--- src/rtl/u16tu8_pkg.sv ---
// ----------------------------------------------------------------------------
// u16tu8_pkg
// Types and constants shared by the UTF-16 to UTF-8 transcoder modules.
// ----------------------------------------------------------------------------
package u16tu8_pkg;

  // Input transfer: one UTF-16 code unit as stored
  typedef struct packed {
    logic [15:0] code_unit;
    logic        last_unit;
  } in_item_t;

  // Output transfer: one UTF-8 byte
  typedef struct packed {
    logic [7:0] out_byte;
    logic       last_byte;
  } out_item_t;

  // Classified work handed from front to back
  typedef struct packed {
    logic        has_pre;   // emit U+FFFD for an unpaired lead first
    logic        has_cp;    // then emit cp
    logic [20:0] cp;
    logic        last;      // flag the final byte of this entry
  } q_entry_t;

  typedef struct packed {
    logic full;
    logic empty;
  } q_status_t;

  localparam int unsigned QDepth = 2;
  localparam int unsigned QPtrW  = (QDepth > 1) ? $clog2(QDepth) : 1;
  localparam int unsigned QCntW  = $clog2(QDepth + 1);

  localparam logic [5:0]  LeadPrefix  = 6'b110110;
  localparam logic [5:0]  TrailPrefix = 6'b110111;
  localparam logic [20:0] Replacement = 21'h00FFFD;
  localparam logic [20:0] SuppBase    = 21'h010000;

endpackage

--- src/rtl/utf16_to_utf8_transcoder.sv ---
// ----------------------------------------------------------------------------
// utf16_to_utf8_transcoder
// UTF-16 code units in, UTF-8 bytes out, with surrogate pairing and U+FFFD
// replacement of unpaired surrogates.
// ----------------------------------------------------------------------------
// Usage:
//   Input channel (in_valid_i/in_ready_o/in_data_i) takes one code unit per
//   transfer; last_unit marks the end of a string. Output channel
//   (out_valid_o/out_ready_i/out_data_o) gives one UTF-8 byte per transfer,
//   with last_byte on the final byte of the string.
//   cfg_we_i writes swap_bytes from cfg_wdata_i; write it only while idle.
//   A unit's bytes pass the queue, the entry and the output registers in turn.
//   Throughput: the output runs at one byte per cycle unless out_ready_i
//   stalls it. A unit gives 1 to 4 bytes (up to 6 when an unpaired lead is
//   flushed); the byte serializer in the back end sets the rate. A lead that
//   is held produces nothing until the next unit.
//   A 2-entry queue sits between the classifier and the serializer, so units
//   keep being taken while the output stalls, until the queue fills.
//   Reset clears swap_bytes, the held lead, the queue and the output register.
// ----------------------------------------------------------------------------
module utf16_to_utf8_transcoder (
  input  logic                  clk_i,
  input  logic                  rst_ni,
  input  logic                  cfg_we_i,
  input  logic                  cfg_wdata_i,
  input  logic                  in_valid_i,
  output logic                  in_ready_o,
  input  u16tu8_pkg::in_item_t  in_data_i,
  output logic                  out_valid_o,
  input  logic                  out_ready_i,
  output u16tu8_pkg::out_item_t out_data_o
);
  import u16tu8_pkg::*;

  logic      swap_q;
  logic      push, pop;
  q_entry_t  push_entry, head_entry;
  q_status_t q_status;

  always_ff @(posedge clk_i or negedge rst_ni) begin
    if (!rst_ni) begin
      swap_q <= 1'b0;
    end else if (cfg_we_i) begin
      swap_q <= cfg_wdata_i;
    end
  end

  u16tu8_front u_front (
    .clk_i      (clk_i),
    .rst_ni     (rst_ni),
    .swap_i     (swap_q),
    .in_valid_i (in_valid_i),
    .in_ready_o (in_ready_o),
    .in_data_i  (in_data_i),
    .q_status_i (q_status),
    .push_o     (push),
    .entry_o    (push_entry)
  );

  u16tu8_fifo u_fifo (
    .clk_i    (clk_i),
    .rst_ni   (rst_ni),
    .push_i   (push),
    .entry_i  (push_entry),
    .pop_i    (pop),
    .entry_o  (head_entry),
    .status_o (q_status)
  );

  u16tu8_back u_back (
    .clk_i       (clk_i),
    .rst_ni      (rst_ni),
    .entry_i     (head_entry),
    .q_status_i  (q_status),
    .pop_o       (pop),
    .out_valid_o (out_valid_o),
    .out_ready_i (out_ready_i),
    .out_data_o  (out_data_o)
  );

  // front must never push into a full queue
  assert property (@(posedge clk_i) disable iff (!rst_ni) push |-> !q_status.full)
    else $error("push into full queue");

  // back must never pop an empty queue
  assert property (@(posedge clk_i) disable iff (!rst_ni) pop |-> !q_status.empty)
    else $error("pop from empty queue");

  // bytes that never occur in well-formed UTF-8
  assert property (@(posedge clk_i) disable iff (!rst_ni)
    out_valid_o |-> (out_data_o.out_byte != 8'hC0 && out_data_o.out_byte != 8'hC1 &&
                     out_data_o.out_byte < 8'hF5))
    else $error("ill-formed UTF-8 byte");

  // string end can't land on a multi-byte lead byte
  assert property (@(posedge clk_i) disable iff (!rst_ni)
    (out_valid_o && out_data_o.last_byte) |-> (out_data_o.out_byte[7:6] != 2'b11))
    else $error("last_byte on a lead byte");

endmodule

--- src/rtl/u16tu8_front.sv ---
// ----------------------------------------------------------------------------
// u16tu8_front
// Accepts code units, applies the byte swap, classifies surrogates, holds a
// pending lead and pushes the resulting code points into the queue.
// ----------------------------------------------------------------------------
module u16tu8_front (
  input  logic                  clk_i,
  input  logic                  rst_ni,
  input  logic                  swap_i,
  input  logic                  in_valid_i,
  output logic                  in_ready_o,
  input  u16tu8_pkg::in_item_t  in_data_i,
  input  u16tu8_pkg::q_status_t q_status_i,
  output logic                  push_o,
  output u16tu8_pkg::q_entry_t  entry_o
);
  import u16tu8_pkg::*;

  logic        pending_q, pending_d;
  logic [9:0]  held_q, held_d;
  logic [15:0] unit;
  logic        is_lead, is_trail, accept;
  q_entry_t    entry;

  assign in_ready_o = !q_status_i.full;
  assign accept     = in_valid_i && in_ready_o;

  assign unit     = swap_i ? {in_data_i.code_unit[7:0], in_data_i.code_unit[15:8]}
                           : in_data_i.code_unit;
  assign is_lead  = (unit[15:10] == LeadPrefix);
  assign is_trail = (unit[15:10] == TrailPrefix);

  always_comb begin
    pending_d     = pending_q;
    held_d        = held_q;
    entry.has_pre = 1'b0;
    entry.has_cp  = 1'b1;
    entry.cp      = {5'd0, unit};
    entry.last    = in_data_i.last_unit;
    if (pending_q && is_trail) begin
      entry.cp = {1'b0, held_q, unit[9:0]} + SuppBase;
    end else begin
      entry.has_pre = pending_q;
      if (is_lead && !in_data_i.last_unit) begin
        entry.has_cp = 1'b0;
      end else if (is_lead || is_trail) begin
        entry.cp = Replacement;
      end
    end
    if (accept) begin
      pending_d = is_lead && !in_data_i.last_unit && !(pending_q && is_trail);
      held_d    = pending_d ? unit[9:0] : 10'd0;
    end
  end

  assign push_o  = accept && (entry.has_pre || entry.has_cp);
  assign entry_o = entry;

  always_ff @(posedge clk_i or negedge rst_ni) begin
    if (!rst_ni) begin
      pending_q <= 1'b0;
      held_q    <= 10'd0;
    end else begin
      pending_q <= pending_d;
      held_q    <= held_d;
    end
  end

endmodule

--- src/rtl/u16tu8_fifo.sv ---
// ----------------------------------------------------------------------------
// u16tu8_fifo
// Short register queue of classified code points between front and back.
// ----------------------------------------------------------------------------
module u16tu8_fifo (
  input  logic                  clk_i,
  input  logic                  rst_ni,
  input  logic                  push_i,
  input  u16tu8_pkg::q_entry_t  entry_i,
  input  logic                  pop_i,
  output u16tu8_pkg::q_entry_t  entry_o,
  output u16tu8_pkg::q_status_t status_o
);
  import u16tu8_pkg::*;

  q_entry_t           mem_q [QDepth];
  logic [QPtrW-1:0]   wr_ptr_q, rd_ptr_q;
  logic [QCntW-1:0]   cnt_q;
  logic               do_push, do_pop;

  assign status_o.full  = (cnt_q == QCntW'(QDepth));
  assign status_o.empty = (cnt_q == '0);
  assign do_push        = push_i && !status_o.full;
  assign do_pop         = pop_i && !status_o.empty;
  assign entry_o        = mem_q[rd_ptr_q];

  function automatic logic [QPtrW-1:0] next_ptr(input logic [QPtrW-1:0] p);
    next_ptr = (p == QPtrW'(QDepth - 1)) ? '0 : p + 1'b1;
  endfunction

  always_ff @(posedge clk_i or negedge rst_ni) begin
    if (!rst_ni) begin
      wr_ptr_q <= '0;
      rd_ptr_q <= '0;
      cnt_q    <= '0;
    end else begin
      if (do_push) wr_ptr_q <= next_ptr(wr_ptr_q);
      if (do_pop)  rd_ptr_q <= next_ptr(rd_ptr_q);
      if (do_push && !do_pop) begin
        cnt_q <= cnt_q + 1'b1;
      end else if (do_pop && !do_push) begin
        cnt_q <= cnt_q - 1'b1;
      end
    end
  end

  always_ff @(posedge clk_i) begin
    if (do_push) mem_q[wr_ptr_q] <= entry_i;
  end

endmodule

--- src/rtl/u16tu8_back.sv ---
// ----------------------------------------------------------------------------
// u16tu8_back
// Pops queued code points and serializes their UTF-8 bytes, one per cycle
// while the output is not stalled, into an output register.
// ----------------------------------------------------------------------------
module u16tu8_back (
  input  logic                  clk_i,
  input  logic                  rst_ni,
  input  u16tu8_pkg::q_entry_t  entry_i,
  input  u16tu8_pkg::q_status_t q_status_i,
  output logic                  pop_o,
  output logic                  out_valid_o,
  input  logic                  out_ready_i,
  output u16tu8_pkg::out_item_t out_data_o
);
  import u16tu8_pkg::*;

  typedef struct packed {
    logic [3:0][7:0] bytes;   // bytes[0] goes out first
    logic [1:0]      cnt_m1;
  } enc_t;

  function automatic enc_t encode(input logic [20:0] cp);
    enc_t e;
    e.bytes = '0;
    if (cp <= 21'h7F) begin
      e.bytes[0] = cp[7:0];
      e.cnt_m1   = 2'd0;
    end else if (cp <= 21'h7FF) begin
      e.bytes[0] = {3'b110, cp[10:6]};
      e.bytes[1] = {2'b10, cp[5:0]};
      e.cnt_m1   = 2'd1;
    end else if (cp <= 21'hFFFF) begin
      e.bytes[0] = {4'b1110, cp[15:12]};
      e.bytes[1] = {2'b10, cp[11:6]};
      e.bytes[2] = {2'b10, cp[5:0]};
      e.cnt_m1   = 2'd2;
    end else begin
      e.bytes[0] = {5'b11110, cp[20:18]};
      e.bytes[1] = {2'b10, cp[17:12]};
      e.bytes[2] = {2'b10, cp[11:6]};
      e.bytes[3] = {2'b10, cp[5:0]};
      e.cnt_m1   = 2'd3;
    end
    return e;
  endfunction

  localparam enc_t ReplEnc = encode(Replacement);

  logic       act_q, pre_q, cpv_q, last_q;
  logic [1:0] idx_q;
  enc_t       enc_q, enc_in;
  logic       ov_q;
  out_item_t  od_q;

  logic       adv, step, done, take, flag;
  logic [7:0] byte_sel;

  assign enc_in = encode(entry_i.cp);
  assign adv    = !ov_q || out_ready_i;
  assign step   = adv && act_q;

  always_comb begin
    if (pre_q) begin
      byte_sel = ReplEnc.bytes[idx_q];
      done     = (idx_q == ReplEnc.cnt_m1) && !cpv_q;
      flag     = last_q && done;
    end else begin
      byte_sel = enc_q.bytes[idx_q];
      done     = (idx_q == enc_q.cnt_m1);
      flag     = last_q && done;
    end
  end

  // refill in the cycle the current entry finishes to keep one byte per cycle
  assign take  = (!act_q || (step && done)) && !q_status_i.empty;
  assign pop_o = take;

  always_ff @(posedge clk_i or negedge rst_ni) begin
    if (!rst_ni) begin
      act_q <= 1'b0;
      pre_q <= 1'b0;
      idx_q <= 2'd0;
      ov_q  <= 1'b0;
    end else begin
      if (step) begin
        ov_q <= 1'b1;
      end else if (adv) begin
        ov_q <= 1'b0;
      end
      if (take) begin
        act_q <= 1'b1;
        pre_q <= entry_i.has_pre;
        idx_q <= 2'd0;
      end else if (step) begin
        if (done) begin
          act_q <= 1'b0;
          idx_q <= 2'd0;
        end else if (pre_q && idx_q == ReplEnc.cnt_m1) begin
          pre_q <= 1'b0;
          idx_q <= 2'd0;
        end else begin
          idx_q <= idx_q + 2'd1;
        end
      end
    end
  end

  always_ff @(posedge clk_i) begin
    if (take) begin
      cpv_q  <= entry_i.has_cp;
      last_q <= entry_i.last;
      enc_q  <= enc_in;
    end
    if (step) begin
      od_q.out_byte  <= byte_sel;
      od_q.last_byte <= flag;
    end
  end

  assign out_valid_o = ov_q;
  assign out_data_o  = od_q;

endmodule

--- config.mk ---
export PLATFORM = sky130hd
export DESIGN_NAME = utf16_to_utf8_transcoder
export DESIGN_NICKNAME = d
export VERILOG_FILES = /design/src/rtl/u16tu8_pkg.sv /design/src/rtl/utf16_to_utf8_transcoder.sv /design/src/rtl/u16tu8_front.sv /design/src/rtl/u16tu8_fifo.sv /design/src/rtl/u16tu8_back.sv
export SDC_FILE = /design/constraint.sdc
export NUM_CORES = 1
export LEC_CHECK = 0
export BUFFER_PORTS_ARGS = -buffer_cell sky130_fd_sc_hd__buf_2
export CAP_MARGIN = 25
export CORE_MARGIN = 8
export CORE_UTILIZATION = 60
export DETAILED_ROUTE_END_ITERATION = 10
export PLACE_DENSITY = 0.79
export SYNTH_ARGS = -nofsm -noshare
export SYNTH_HDL_FRONTEND = slang
export SYNTH_SLANG_ARGS = --single-unit
--- constraint.sdc ---
create_clock -name clk_i -period 6.9 [get_ports clk_i]
set_clock_uncertainty 0.2 [all_clocks]
set_input_delay 0.69 -clock clk_i [delete_from_list [all_inputs] [get_ports clk_i]]
set_output_delay 0.69 -clock clk_i [all_outputs]
set_load 0.005 [all_outputs]
# Yosys cells after proc, flatten, opt, wreduce, memory -nomap -nowiden
# Memories as Yosys holds them, arrays and structs flattened.
# Cells that the tools add are included.
# op_classes
add_sub_neg,6
n_lt_le_gt_ge,4
eq_ne,6
muxes,37
n_reduce_logical,39
# op_table
operator,n
$mux 16,3
$bmux 8 s2,2
$mux 8,4
$mux 24,1
$add 20x17->21 const B,1
$le 21x11->1 const B,1
$le 21x16->1 const B,1
$le 21x7->1 const B,1
$mux 21,1
$mux 10,2
$mux 18,1
$logic_and 1x1->1,16
$mux 1,16
$mux 2,7
$eq 6x6->1 const B,2
$reduce_bool 2->1,5
$logic_not 1->1,9
$add 2x1->2 const B,2
$eq 2x2->1 const B,2
$logic_or 1x1->1,4
$lt 2x3->1 const B,1
$reduce_and 3->1,1
$reduce_or 3->1,1
$add 1x1->1 const B,2
6 further kinds,6
# word_totals
regBits,66
mem_bits_rw,48
inputBits,23
out_inout_bits,11
wordCells,115
memories,1
# memory_table
name,words,width,rd,rd_clocked_by_memory_dff,write_ports,line,source
u_fifo.mem_q,2,24,1,0,1,u16tu8_fifo.sv:16,q_entry_t mem_q [QDepth];

# Depth between registers and ports, before layout
# Gate-level depths: netlist (run 1).
# logic_depth
ltp_word,12
depth_mapped,12
depth_no_buf,11

# Modules after synthesis
# Synthesis (run 1) repeated with hierarchy kept, for this count alone.
# unflattened
hier_cells,375
area_unflattened_um2,5293.8
# modules_own_cells
mod,instances,cells_per_inst,area_per_inst_um2,seq_area_each_um2
u16tu8_back,1,172,2292.2,1356.3
u16tu8_fifo,1,94,2030.7,1541.5
u16tu8_front,1,107,930.9,275.3
utf16_to_utf8_transcoder,1,2,40.0,25.0

# Least setup slack after synthesis (run 1)
# No wires, ideal clock.
# synth_timing
kind,register -> register
startpoint,register u_back.idx_q[1]
endpoint,register u_fifo.cnt_q[1]
setup_time_ns,0.079
arrival_ns,3.016
required_time_ns,6.621
path_slack_ns,3.605
stages_incl_launch_ff,11
n_path_buf,1
period_less_slack_ns,3.295
cell_sequence,dfrtp_1 clkbuf_1 xor2_1 o32ai_1 nand2_1 a21oi_2 inv_1 ha_1 xor2_1 nor2_1 xor2_1
# synth_between
elab_chain_cells,10
word_cells_on_any_way,13
cone_classes,2 x eq/ne; 2 x mux; 9 x reduce/logical
# synth_lines
item,line,source
from (decl),u16tu8_back.sv:51,logic [1:0] idx_q;
from (signal assigned),u16tu8_back.sv:103,idx_q <= idx_q + 2'd1;
$eq 2x2->1,u16tu8_back.sv:66,done = (idx_q == ReplEnc.cnt_m1) && !cpv_q;
$logic_and 1x1->1,u16tu8_back.sv:66,
$mux 1 *,u16tu8_back.sv:64,if (pre_q) begin
$logic_and 1x1->1 *,u16tu8_back.sv:76,assign take = (!act_q || (step && done)) && !q_status_i.empty;
$logic_or 1x1->1 *,u16tu8_back.sv:76,
$logic_and 1x1->1 *,u16tu8_back.sv:76,
named net pop,utf16_to_utf8_transcoder.sv:36,"logic push, pop;"
$logic_and 1x1->1 *,u16tu8_fifo.sv:24,assign do_pop = pop_i && !status_o.empty;
$logic_not 1->1,u16tu8_fifo.sv:39,if (do_push && !do_pop) begin
$logic_and 1x1->1,u16tu8_fifo.sv:39,
$mux 2 / $reduce_bool 2->1 (equally long branches),n/a,
to (signal assigned),u16tu8_fifo.sv:40,cnt_q <= cnt_q + 1'b1;
to (signal assigned),u16tu8_fifo.sv:42,cnt_q <= cnt_q - 1'b1;
to (decl),u16tu8_fifo.sv:18,logic [QCntW-1:0] cnt_q;
# Mark *: on every way through the listed nets, which the timed path passes. The rest lies on a longest branch.
# A chain may end at the register's enable or synchronous reset.

==> results.yml, run 1 <==
timing:
  fin_crit_ns: 2.87
  maxSlewViolCount: 0
  fin_setup_tns_ns: 0
  whs_ns: 0.0730
  post-route-period-util_pct: 41.6
  relSlewSlack_pct: 41.3
  hold_violations: 0
  tightest_slew_ns: 0.881
  setup_violations: 0
  max_clock_freq_ghz: 0.348
  rsz0062_at_grt: "false"
grt:
  grt_use_total_pct: 16.5
  grt_overflow: 0
  grt_max_degree: 38
  grt_pass1_wl_microns: 14800
  antenna_found_initial: 0
  grt_pass1_vias: 3077
placed_design:
  portBuffers: 33
  place_hpwl_microns: 6440
  gp_congestion: 0.852
route:
  drt_pre_antenna_iters: 4
  via_per_inst: 5.73
  drt_wl_total_microns: 8900
  vias: 2970
  drtIter0Drc: 126
  drcViolationCount: 0
  post_drt_wl_per_cell_microns: 17.2
  postRouteAntennaNets: 0
critical_path:
  path_buf_inv: 0
  r2r_setup_slack_ns: 4.03
  reg2reg_to: "u_fifo.mem_q[1][16]"
  cp.depth: 5
  r2r-start: "swap_q"
  worstPathArrival_ns: 2.78
  endpoint_kind: "flip-flop"
  critPathKind: "reg -> reg"
  worstPathRequired_ns: 6.81
  crit_family: "simple AND/OR/NAND/NOR gates"
  critical_path.max_fanout: 21
  worst_path_largest_cell_delay_ns: 0.93
  cp-start-kind: "flip-flop"
  cp-startpoint: "swap_q"
  crit_slowest_cell: "dfrtp_1"
  path_cells: "nand4b_1 -> a22oi_1 -> nand3_1 -> nor2_1 -> nor2_1"
  reg2reg_depth: 5
  cp_common_cell: "nor2_1"
power_and_ir_drop:
  power_density_nw_per_um2: 368
  p_sw_mw: 0.646
  power_frac_comb_pct: 29.5
  vdd_drop_max_v: 0.000192
  clkPwrFrac_pct: 19.3
  p_leak_nw: 2.08
  power.internal_mw: 1.37
  power_frac_seq_pct: 51.2
  swShare_pct: 32.1
cts:
  post-cts-setup-buffer-count: 0
  cts_sinks: 110
  htreeDepth: 3
  cts_resized: 0
  cts_tree: "done"
  cts_buffer_depth: 2
  ctsHoldBuffers: 0
  clk_latency_ns: 0.37
  cts_buffers: 9
  clkTransAtPathRegs_ns: 0.10
  cts_root_buf: "clkbuf_8"
synthesis:
  ys_async_sr_fraction_pct: 19.1
  yosysWarnings: 0
  synth.ff_latch_count: 110
  synthCells: 377
  synth_nets: 405
  synth_area_sq_um: 4990
  yosysSeqAreaShare_pct: 64.1
  synth_edf_count: 89
  ys.flop_type: "edfxtp_1"
  ys_types: 51
  syn_area_per_cell_sq_um: 13.2
finish:
  final_net_count: 436
  area_growth_pct: 9.73
  antenna_cells: 0
  drive_above_1_share_pct: 18.2
floorplanning:
  core_area_sq_um: 8130
  die_h_microns: 107
  row_count: 33
  start_util_pct: 61.3
  dieWidth_microns: 107
  design.portCount: 34
  dieArea_sq_um: 11500
outcome:
  status: "finished clean"
worst_hold_path:
  hold_path_class: "in -> async"
run:
  maxCapViolCount: 0
[cell families after synthesis]
logic type,after synthesis,synth area share [%]
xor gates and xnor gates,9,1.58
buffers and inverters,35,3.26
DFF,110,64.1
muxes,48,11.3
adders and majority gates,5,1.25
and+or+nand+nor,99,9.10
AOI/OAI and AO/OA,71,9.38
[registers in the layout, indices dropped and copies added, names as in the netlist]
signal              flops
u_back.out_data_o       9
u_back.enc_q           30
u_back.pre_q            1
u_fifo.rd_ptr_q         1
u_back.last_q           1
u_fifo.cnt_q            2
u_fifo.wr_ptr_q         1
u_back.idx_q            2
u_front.pending_q       1
u_front.held_q         10
swap_q                  1
u_back.cpv_q            1
u_back.out_valid_o      1
u_back.act_q            1
u_fifo.mem_q           48
[power by group through the flow]
stage / combinational [mW] / sequential (mW) / clock [mW]
finish: 0.594 / 1.03 / 0.389
global placement: 0.551 / 1.04 / 0
floorplan: 0.460 / 1.00 / 0
detailed placement: 0.571 / 1.05 / 0
global route: 0.662 / 1.05 / 0.420
CTS: 0.576 / 1.03 / 0.394
[metal layers]
| metal | up-vias | share of wire (%) | global-route usage [%] | wire (microns) |
|---|---|---|---|---|
| li1 | 1460 | - | - | - |
| met1 | 1418 | 44 | 19.9 | 3890 |
| met4 | 0 | 2.2 | 7.14 | 192 |
| met3 | 17 | 4.2 | 3.54 | 370 |
| met2 | 75 | 50 | 27.8 | 4440 |
| met5 | - | 0 | 0 | 0 |
[synth_stat cells (4+ instances only)]
| cell | n | area (sq um) |
|---|---|---|
| edfxtp_1 | 89 | 2670 |
| nand2_1 | 41 | 154 |
| mux2i_1 | 35 | 350 |
| nor2_1 | 29 | 109 |
| o21ai_0 | 22 | 110 |
| dfrtp_1 | 21 | 526 |
| inv_1 | 18 | 67.6 |
| a21oi_1 | 14 | 70.1 |
| buf_2 | 7 | 35.0 |
| mux2_2 | 7 | 78.8 |
| o22ai_1 | 7 | 43.8 |
| mux4_2 | 6 | 135 |
| nand3_1 | 6 | 30.0 |
| xor2_1 | 6 | 52.6 |
| clkbuf_1 | 5 | 18.8 |
| ha_1 | 5 | 62.6 |
| nand2b_1 | 4 | 25.0 |
| nor3_1 | 4 | 20.0 |
[layout by cell type, fill, tap and decap left out, types with 3 or more instances in the layout]
cell type,count
edfxtp_1,89
nand2_1,41
mux2i_1,35
buf_2,33
nor2_1,28
o21ai_0,22
dfrtp_1,21
inv_1,18
a21oi_1,14
clkbuf_8,9
mux2_2,7
o22ai_1,7
nand3_1,6
xor2_1,6
mux4_2,6
ha_1,5
nor3_1,4
nand2b_1,4
a22oi_1,3
xnor2_1,3
o221a_2,3
[worst max path at each step]
| stage | endpoint | slack (ns) |
|---|---|---|
| after floorplan | u_fifo.cnt_q[1] | 3.60 |
| after global placement | u_fifo.cnt_q[1] | 3.69 |
| after detailed placement | u_fifo.cnt_q[1] | 3.50 |
| after CTS | u_fifo.cnt_q[1] | 3.45 |
| after global routing | u_fifo.mem_q[0][16] | 3.87 |
| final | u_fifo.mem_q[1][16] | 4.03 |
[per-stage QoR]
step	cells	total power [mW]	setup WS [ns]	instance area (sq um)	util, %
after global routing	518	2.13	3.87	5470	67.3
after floorplan	377	1.46	3.60	4990	-
final	518	2.01	4.03	5470	67.3
after detailed placement	500	1.62	3.50	5220	64.2
after global placement	499	1.59	3.69	5210	64.0
after CTS	516	2.00	3.45	5430	66.7
[layout make-up]
type	instances	area, sq um
multi-input cells	232	1640
repair buffers	37	235
well taps	105	131
fillers	560	2660
flip-flops and latches	110	3200
inverters	18	67.6
clock buffers	9	124
clock inverters	7	80.1
(Power assumes the default switching activity.)
==> inputs of run 2 (changes only) <==
--- a/config.mk
+++ b/config.mk
@@ -8,9 +8,9 @@
 export BUFFER_PORTS_ARGS = -buffer_cell sky130_fd_sc_hd__buf_2
 export CAP_MARGIN = 25
 export CORE_MARGIN = 8
-export CORE_UTILIZATION = 60
+export CORE_UTILIZATION = 54
 export DETAILED_ROUTE_END_ITERATION = 10
-export PLACE_DENSITY = 0.79
+export PLACE_DENSITY = 0.75
 export SYNTH_ARGS = -nofsm -noshare
 export SYNTH_HDL_FRONTEND = slang
 export SYNTH_SLANG_ARGS = --single-unit
==> constraint.sdc (replaced) <==
create_clock -name clk_i -period 2.3 [get_ports clk_i]
set_clock_uncertainty 0.2 [all_clocks]
set_input_delay 0.23 -clock clk_i [delete_from_list [all_inputs] [get_ports clk_i]]
set_output_delay 0.23 -clock clk_i [all_outputs]
set_load 0.005 [all_outputs]
==> run 2 against run 1 <==
  * Die area is 9.4% higher
  * Design area is 6.5% higher
  * Via count is 6.6% higher
  * Sequential cell count stayed put
  * Non-clock buffer count is 38 higher
  * Count of clock-buffer cells in the layout is 1 higher
  * Worst hold slack worse by 0.048 ns
  * Wire length is 5.9% higher
  * Fmax is 28% higher
==> results.yml, run 2 (synthesized netlist as in run 1, its figures left out) <==
power_and_ir_drop:
  power_frac_seq_pct: 47.6
  clkPwrFrac_pct: 17.8
  p_leak_nw: 2.26
  power_density_nw_per_um2: 1080
  power_frac_comb_pct: 34.5
  p_sw_mw: 2.06
  vdd_drop_max_v: 0.000475
  power.internal_mw: 4.25
  power_mw: 6.31
  swShare_pct: 32.6
outcome:
  status: "finished clean"
cts:
  cts_root_buf: "clkbuf_8"
  cts_sinks: 110
  cts_buffers: 9
  clk_latency_ns: 0.37
  cts_tree: "done"
  clkTransAtPathRegs_ns: 0.11
  htreeDepth: 3
  cts_buffer_depth: 2
route:
  drt_wl_total_microns: 9420
  drcViolationCount: 0
  drt_pre_antenna_iters: 5
  via_per_inst: 5.63
  postRouteAntennaNets: 0
  vias: 3165
  drtIter0Drc: 204
  post_drt_wl_per_cell_microns: 16.8
finish:
  largest_reg_flops: 48
  n_fill_cell: 693
  seqCellArea_sq_um: 3200
  final_common_cell: "edfxtp_1"
  final_net_count: 474
  final_cell_mix: "89 x edfxtp_1, 38 x nand2_1, 35 x mux2i_1"
  regMostFlops: "u_fifo.mem_q"
  drive_above_1_share_pct: 27.5
  top_regs: "u_fifo.mem_q x48, u_back.enc_q x30, u_front.held_q x10"
  multi_input_area_sq_um: 1700
  antenna_cells: 0
  area_growth_pct: 16.9
placed_design:
  gp_congestion: 0.908
  place_hpwl_microns: 7100
  place_ws_ns: -0.0204
  portBuffers: 33
timing:
  setup_violations: 0
  layout_setup_ws_ns: 0.0628
  maxSlewViolCount: 0
  rsz0062_at_grt: "false"
  tightest_slew_ns: 0.563
  hold_violations: 0
  post-route-period-util_pct: 97.3
  max_clock_freq_ghz: 0.447
  relSlewSlack_pct: 62.4
  fin_crit_ns: 2.24
critical_path:
  critPathKind: "reg -> reg"
  worstPathArrival_ns: 2.16
  worstPathRequired_ns: 2.22
  reg2reg_depth: 5
  crit_slowest_cell: "or4_4"
  path_cells: "or4_4 -> o2bb2a_4 -> buf_4 -> o221ai_1 -> o21a_1"
  endpoint_kind: "flip-flop"
  cp-start-kind: "flip-flop"
  critical_path.max_fanout: 15
  worst_path_largest_cell_delay_ns: 0.56
floorplanning:
  dieWidth_microns: 112
  core_area_sq_um: 9110
  die_h_microns: 112
  dieArea_sq_um: 12600
  design.portCount: 34
  row_count: 35
  start_util_pct: 54.8
grt:
  grt_pass1_wl_microns: 15500
  grt_pass1_vias: 3293
  grt_max_degree: 37
  grt_overflow: 0
  grt_use_total_pct: 15.3
  antenna_found_initial: 0
run:
  maxCapViolCount: 0
worst_hold_path:
  hold_path_class: "in -> reg"
  worstHoldPathCells: 3
-- run 2: changes by cell type in the layout (fill, tap and decap cells not counted), sizes merged --
cell and delta:
inv +2, clkinvlp -1, bufinv -1, buf +33, dlygate4sd3 +5, clkbuf +1, clkinv -1
-- run 2: what timing repair did --
item | 4_1_cts | 5_1_grt
pin swaps | 0 | 2
endpoints found under the setup margin | 1 | 19
buffers inserted | 0 | 2
hold buffers | 5 | 0
gates resized for setup | 1 | 10
endpoints found under the hold margin | 25 | 0
-- run 2: final timing paths --
kind	startpoint	to	slack (ns)
max in group asynchronous	rst_ni	u_fifo.rd_ptr_q	1.34
hold / removal	in_data_i[2]	u_front.held_q[1]	0.03
setup reg to reg	u_fifo.rd_ptr_q	u_back.enc_q[12]	0.06
hold reg to reg	u_front.held_q[1]	u_front.held_q[1]	0.30
setup / recovery	u_fifo.rd_ptr_q	u_back.enc_q[12]	0.06
min in group asynchronous	rst_ni	u_front.held_q[0]	0.16
-- run 2: cell type report --
cell class	count	share of cell area [%]
clock buffers	10	2.36
inverters	18	1.16
repair buffers	75	9.08
multi-input cells	232	29.1
flip-flops and latches	110	54.9
well taps	111	2.38
clock inverters	6	1.03
-- run 2: stage by stage --
stage	instances	hold slack, ns	cell area (sq um)	utilization (%)	TNS (ns)
6_report	562	0.0253	5830	64.0	0
5_1_grt	562	0.0405	5830	64.0	0
4_1_cts	560	0.0146	5780	63.4	0
3_5_place_dp	539	0.0306	5530	60.7	-0.0204
3_3_place_gp	538	0.0311	5510	60.5	-2.65
2_1_floorplan	377	-0.266	5040	-	-4.90
-- run 2: power groups by stage --
stage               sequential (mW)  combinational, mW  clock (mW)
floorplan                      3.02               1.44           0
global placement               3.04               2.06           0
detailed placement             3.05               2.14           0
CTS                            3.01               2.16        1.14
global route                   3.06               2.40        1.22
finish                         3.01               2.18        1.13
-- run 2: per-layer routing --
metal  wire (microns)  global-route usage, %  up-vias
met2             4760                   26.2      108
met3              506                   3.06       17
met1             4000                   18.4     1504
met5                0                      0        -
li1                 -                      -     1536
met4              162                   6.83        0
-- run 2: critical path: cells and delay by family, from the launching register on --
kind | cells | cell delay, ns
AND/OR/NAND/NOR | 1 | 0.56
buffers and inverters | 1 | 0.21
flip-flops | 1 | 0.47
AO/OA/AOI/OAI | 3 | 0.57
==> inputs of run 3 (changes only) <==
--- a/config.mk
+++ b/config.mk
@@ -7,10 +7,12 @@
 export LEC_CHECK = 0
 export BUFFER_PORTS_ARGS = -buffer_cell sky130_fd_sc_hd__buf_2
 export CAP_MARGIN = 25
+export CELL_PAD_IN_SITES_DETAIL_PLACEMENT = 1
+export CELL_PAD_IN_SITES_GLOBAL_PLACEMENT = 1
 export CORE_MARGIN = 8
-export CORE_UTILIZATION = 54
+export CORE_UTILIZATION = 45
 export DETAILED_ROUTE_END_ITERATION = 10
-export PLACE_DENSITY = 0.75
+export PLACE_DENSITY_LB_ADDON = 0.1
 export SYNTH_ARGS = -nofsm -noshare
 export SYNTH_HDL_FRONTEND = slang
 export SYNTH_SLANG_ARGS = --single-unit
==> run 3 against run 2 <==
  * Fmax rose by 1.0%
  * Clock power up 6%
  * Critical endpoint is now u_back.enc_q[11]
  * Global-route usage down 0.058 points
  * Combinational power barely moved
  * Largest power group unchanged
  * Worst hold slack got worse by 0.011 ns
  * Via count down 1.3%
  * Wire length grew 12%
  * Register-to-register slack improved by 0.02 ns
  * Critical path type unchanged
  * Count of clock-buffer cells in the layout fell by 1
  * Sequential cell count unchanged
  * Setup slack gained 0.022 ns
  * Power rose by 1.9%
==> results.yml, run 3 (synthesized netlist as in run 1, its figures left out) <==
worst_hold_path:
  hold_path_class: "in -> reg"
  worstHoldStart: "in_data_i[2]"
  worstHoldPathCells: 3
  holdPathEnd: "u_front.held_q[1]"
timing:
  fin_crit_ns: 2.21
  maxSlewViolCount: 0
  setup_violations: 0
  max_clock_freq_ghz: 0.451
  whs_ns: 0.0143
  relSlewSlack_pct: 64.0
  tightest_slew_ns: 0.540
  post-route-period-util_pct: 96.3
  hold_violations: 0
power_and_ir_drop:
  p_leak_nw: 2.28
  power.internal_mw: 4.33
  vdd_drop_max_v: 0.000686
  power_frac_seq_pct: 47.2
  p_sw_mw: 2.10
  swShare_pct: 32.7
  clkPwrFrac_pct: 18.6
  power_frac_comb_pct: 34.2
  power_density_nw_per_um2: 1090
grt:
  grt_max_degree: 37
  antenna_found_initial: 0
  grt_use_total_pct: 15.3
  grt_pass1_vias: 3347
  grt_overflow: 0
  grt_pass1_wl_microns: 17400
finish:
  final_net_count: 476
  regMostFlops: "u_fifo.mem_q"
  final_common_cell: "edfxtp_1"
  antenna_cells: 0
  drive_above_1_share_pct: 26.7
  area_growth_pct: 18.6
  top_regs: "u_fifo.mem_q x48, u_back.enc_q x30, u_front.held_q x10"
  largest_reg_flops: 48
  n_fill_cell: 1117
  fin_util_pct: 54.6
  final_cell_mix: "89 x edfxtp_1, 39 x nand2_1, 35 x mux2i_1"
critical_path:
  r2r-start: "u_fifo.mem_q[1][20]"
  critical_path.max_fanout: 10
  cp-start-kind: "flip-flop"
  endpoint_kind: "flip-flop"
  reg2reg_depth: 6
  critPathKind: "reg -> reg"
  worstPathArrival_ns: 2.14
  r2r_setup_slack_ns: 0.09
  reg2reg_to: "u_back.enc_q[11]"
  worstPathRequired_ns: 2.23
floorplanning:
  core_area_sq_um: 10800
  row_count: 38
  design.portCount: 34
  start_util_pct: 46.0
  die_h_microns: 121
  dieWidth_microns: 121
  dieArea_sq_um: 14700
outcome:
  status: "finished clean"
cts:
  cts_sinks: 110
  cts_tree: "done"
  cts_buffer_depth: 2
  clkTransAtPathRegs_ns: 0.10
  htreeDepth: 3
  clk_latency_ns: 0.38
  cts_root_buf: "clkbuf_8"
  cts_buffers: 9
placed_design:
  place_hpwl_microns: 8040
  gp_congestion: 0.776
  portBuffers: 33
route:
  drt_wl_total_microns: 10600
  vias: 3123
  via_per_inst: 5.27
  post_drt_wl_per_cell_microns: 17.9
  postRouteAntennaNets: 0
  drt_pre_antenna_iters: 7
  drtIter0Drc: 164
  drcViolationCount: 0
run:
  maxCapViolCount: 0
## run 3: final cells by class
type | count | area, sq um | share of cell area (%)
clock buffer | 9 | 124 | 2.09
clock inverter | 7 | 80.1 | 1.35
inverter | 18 | 67.6 | 1.14
multi-input combinational | 232 | 1700 | 28.8
sequential | 110 | 3200 | 54.1
tap | 140 | 175 | 2.96
timing repair buffer | 77 | 566 | 9.56
## run 3: critical path, stage by stage, from the launching register on
cell	delay, ns
edfxtp_1	0.40
or4b_1	0.58
o2bb2a_4	0.28
buf_12	0.12
buf_4	0.15
o221a_2	0.18
a21oi_1	0.05
## run 3: worst max path at each step
| stage | from | endpoint | slack (ns) | cells past startpoint |
|---|---|---|---|---|
| final | u_fifo.mem_q[1][20] | u_back.enc_q[11] | 0.09 | 6 |
| after global routing | u_fifo.rd_ptr_q | u_back.enc_q[13] | -0.004 | 8 |
| after CTS | u_fifo.rd_ptr_q | u_back.enc_q[3] | 0.03 | 6 |
| after detailed placement | u_fifo.rd_ptr_q | u_back.enc_q[15] | 0.02 | 7 |
| after global placement | u_fifo.rd_ptr_q | u_back.enc_q[11] | 0.08 | 8 |
| after floorplan | u_back.idx_q[0] | u_fifo.cnt_q[1] | -0.44 | 12 |
## run 3: metrics by stage
stage	cell area [sq um]	worst slack [ns]	TNS [ns]	power [mW]	instances
final	5920	0.0850	0	6.43	593
after global routing	5920	-0.00387	-0.00387	6.82	593
after CTS	5870	0.0258	0	6.48	591
after detailed placement	5580	0.0156	0	5.27	567
after global placement	5580	0.0828	0	5.20	567
after floorplan	5040	-0.436	-4.90	4.46	377
## run 3: layer usage
metal | global-route usage [%] | vias up | wire, microns
li1 | - | 1538 | -
met1 | 19.0 | 1539 | 5040
met2 | 25.6 | 37 | 5150
met3 | 3.54 | 9 | 284
met4 | 4.86 | 0 | 119
met5 | 0 | - | 0
## run 3: repair_timing
action / 4_1_cts / 5_1_grt
endpoints found under the hold margin: 26 / 0
pin swaps: 0 / 4
resized for setup: 1 / 8
buffers inserted: 0 / 2
endpoints found under the setup margin: 1 / 60
hold buffers: 8 / 0
## run 3: power by group through the flow
stage / clock [mW] / sequential, mW / combinational, mW
after floorplan: 0 / 3.02 / 1.44
after global placement: 0 / 3.06 / 2.14
after detailed placement: 0 / 3.08 / 2.19
after CTS: 1.23 / 3.04 / 2.21
after global routing: 1.29 / 3.09 / 2.43
final: 1.20 / 3.04 / 2.20
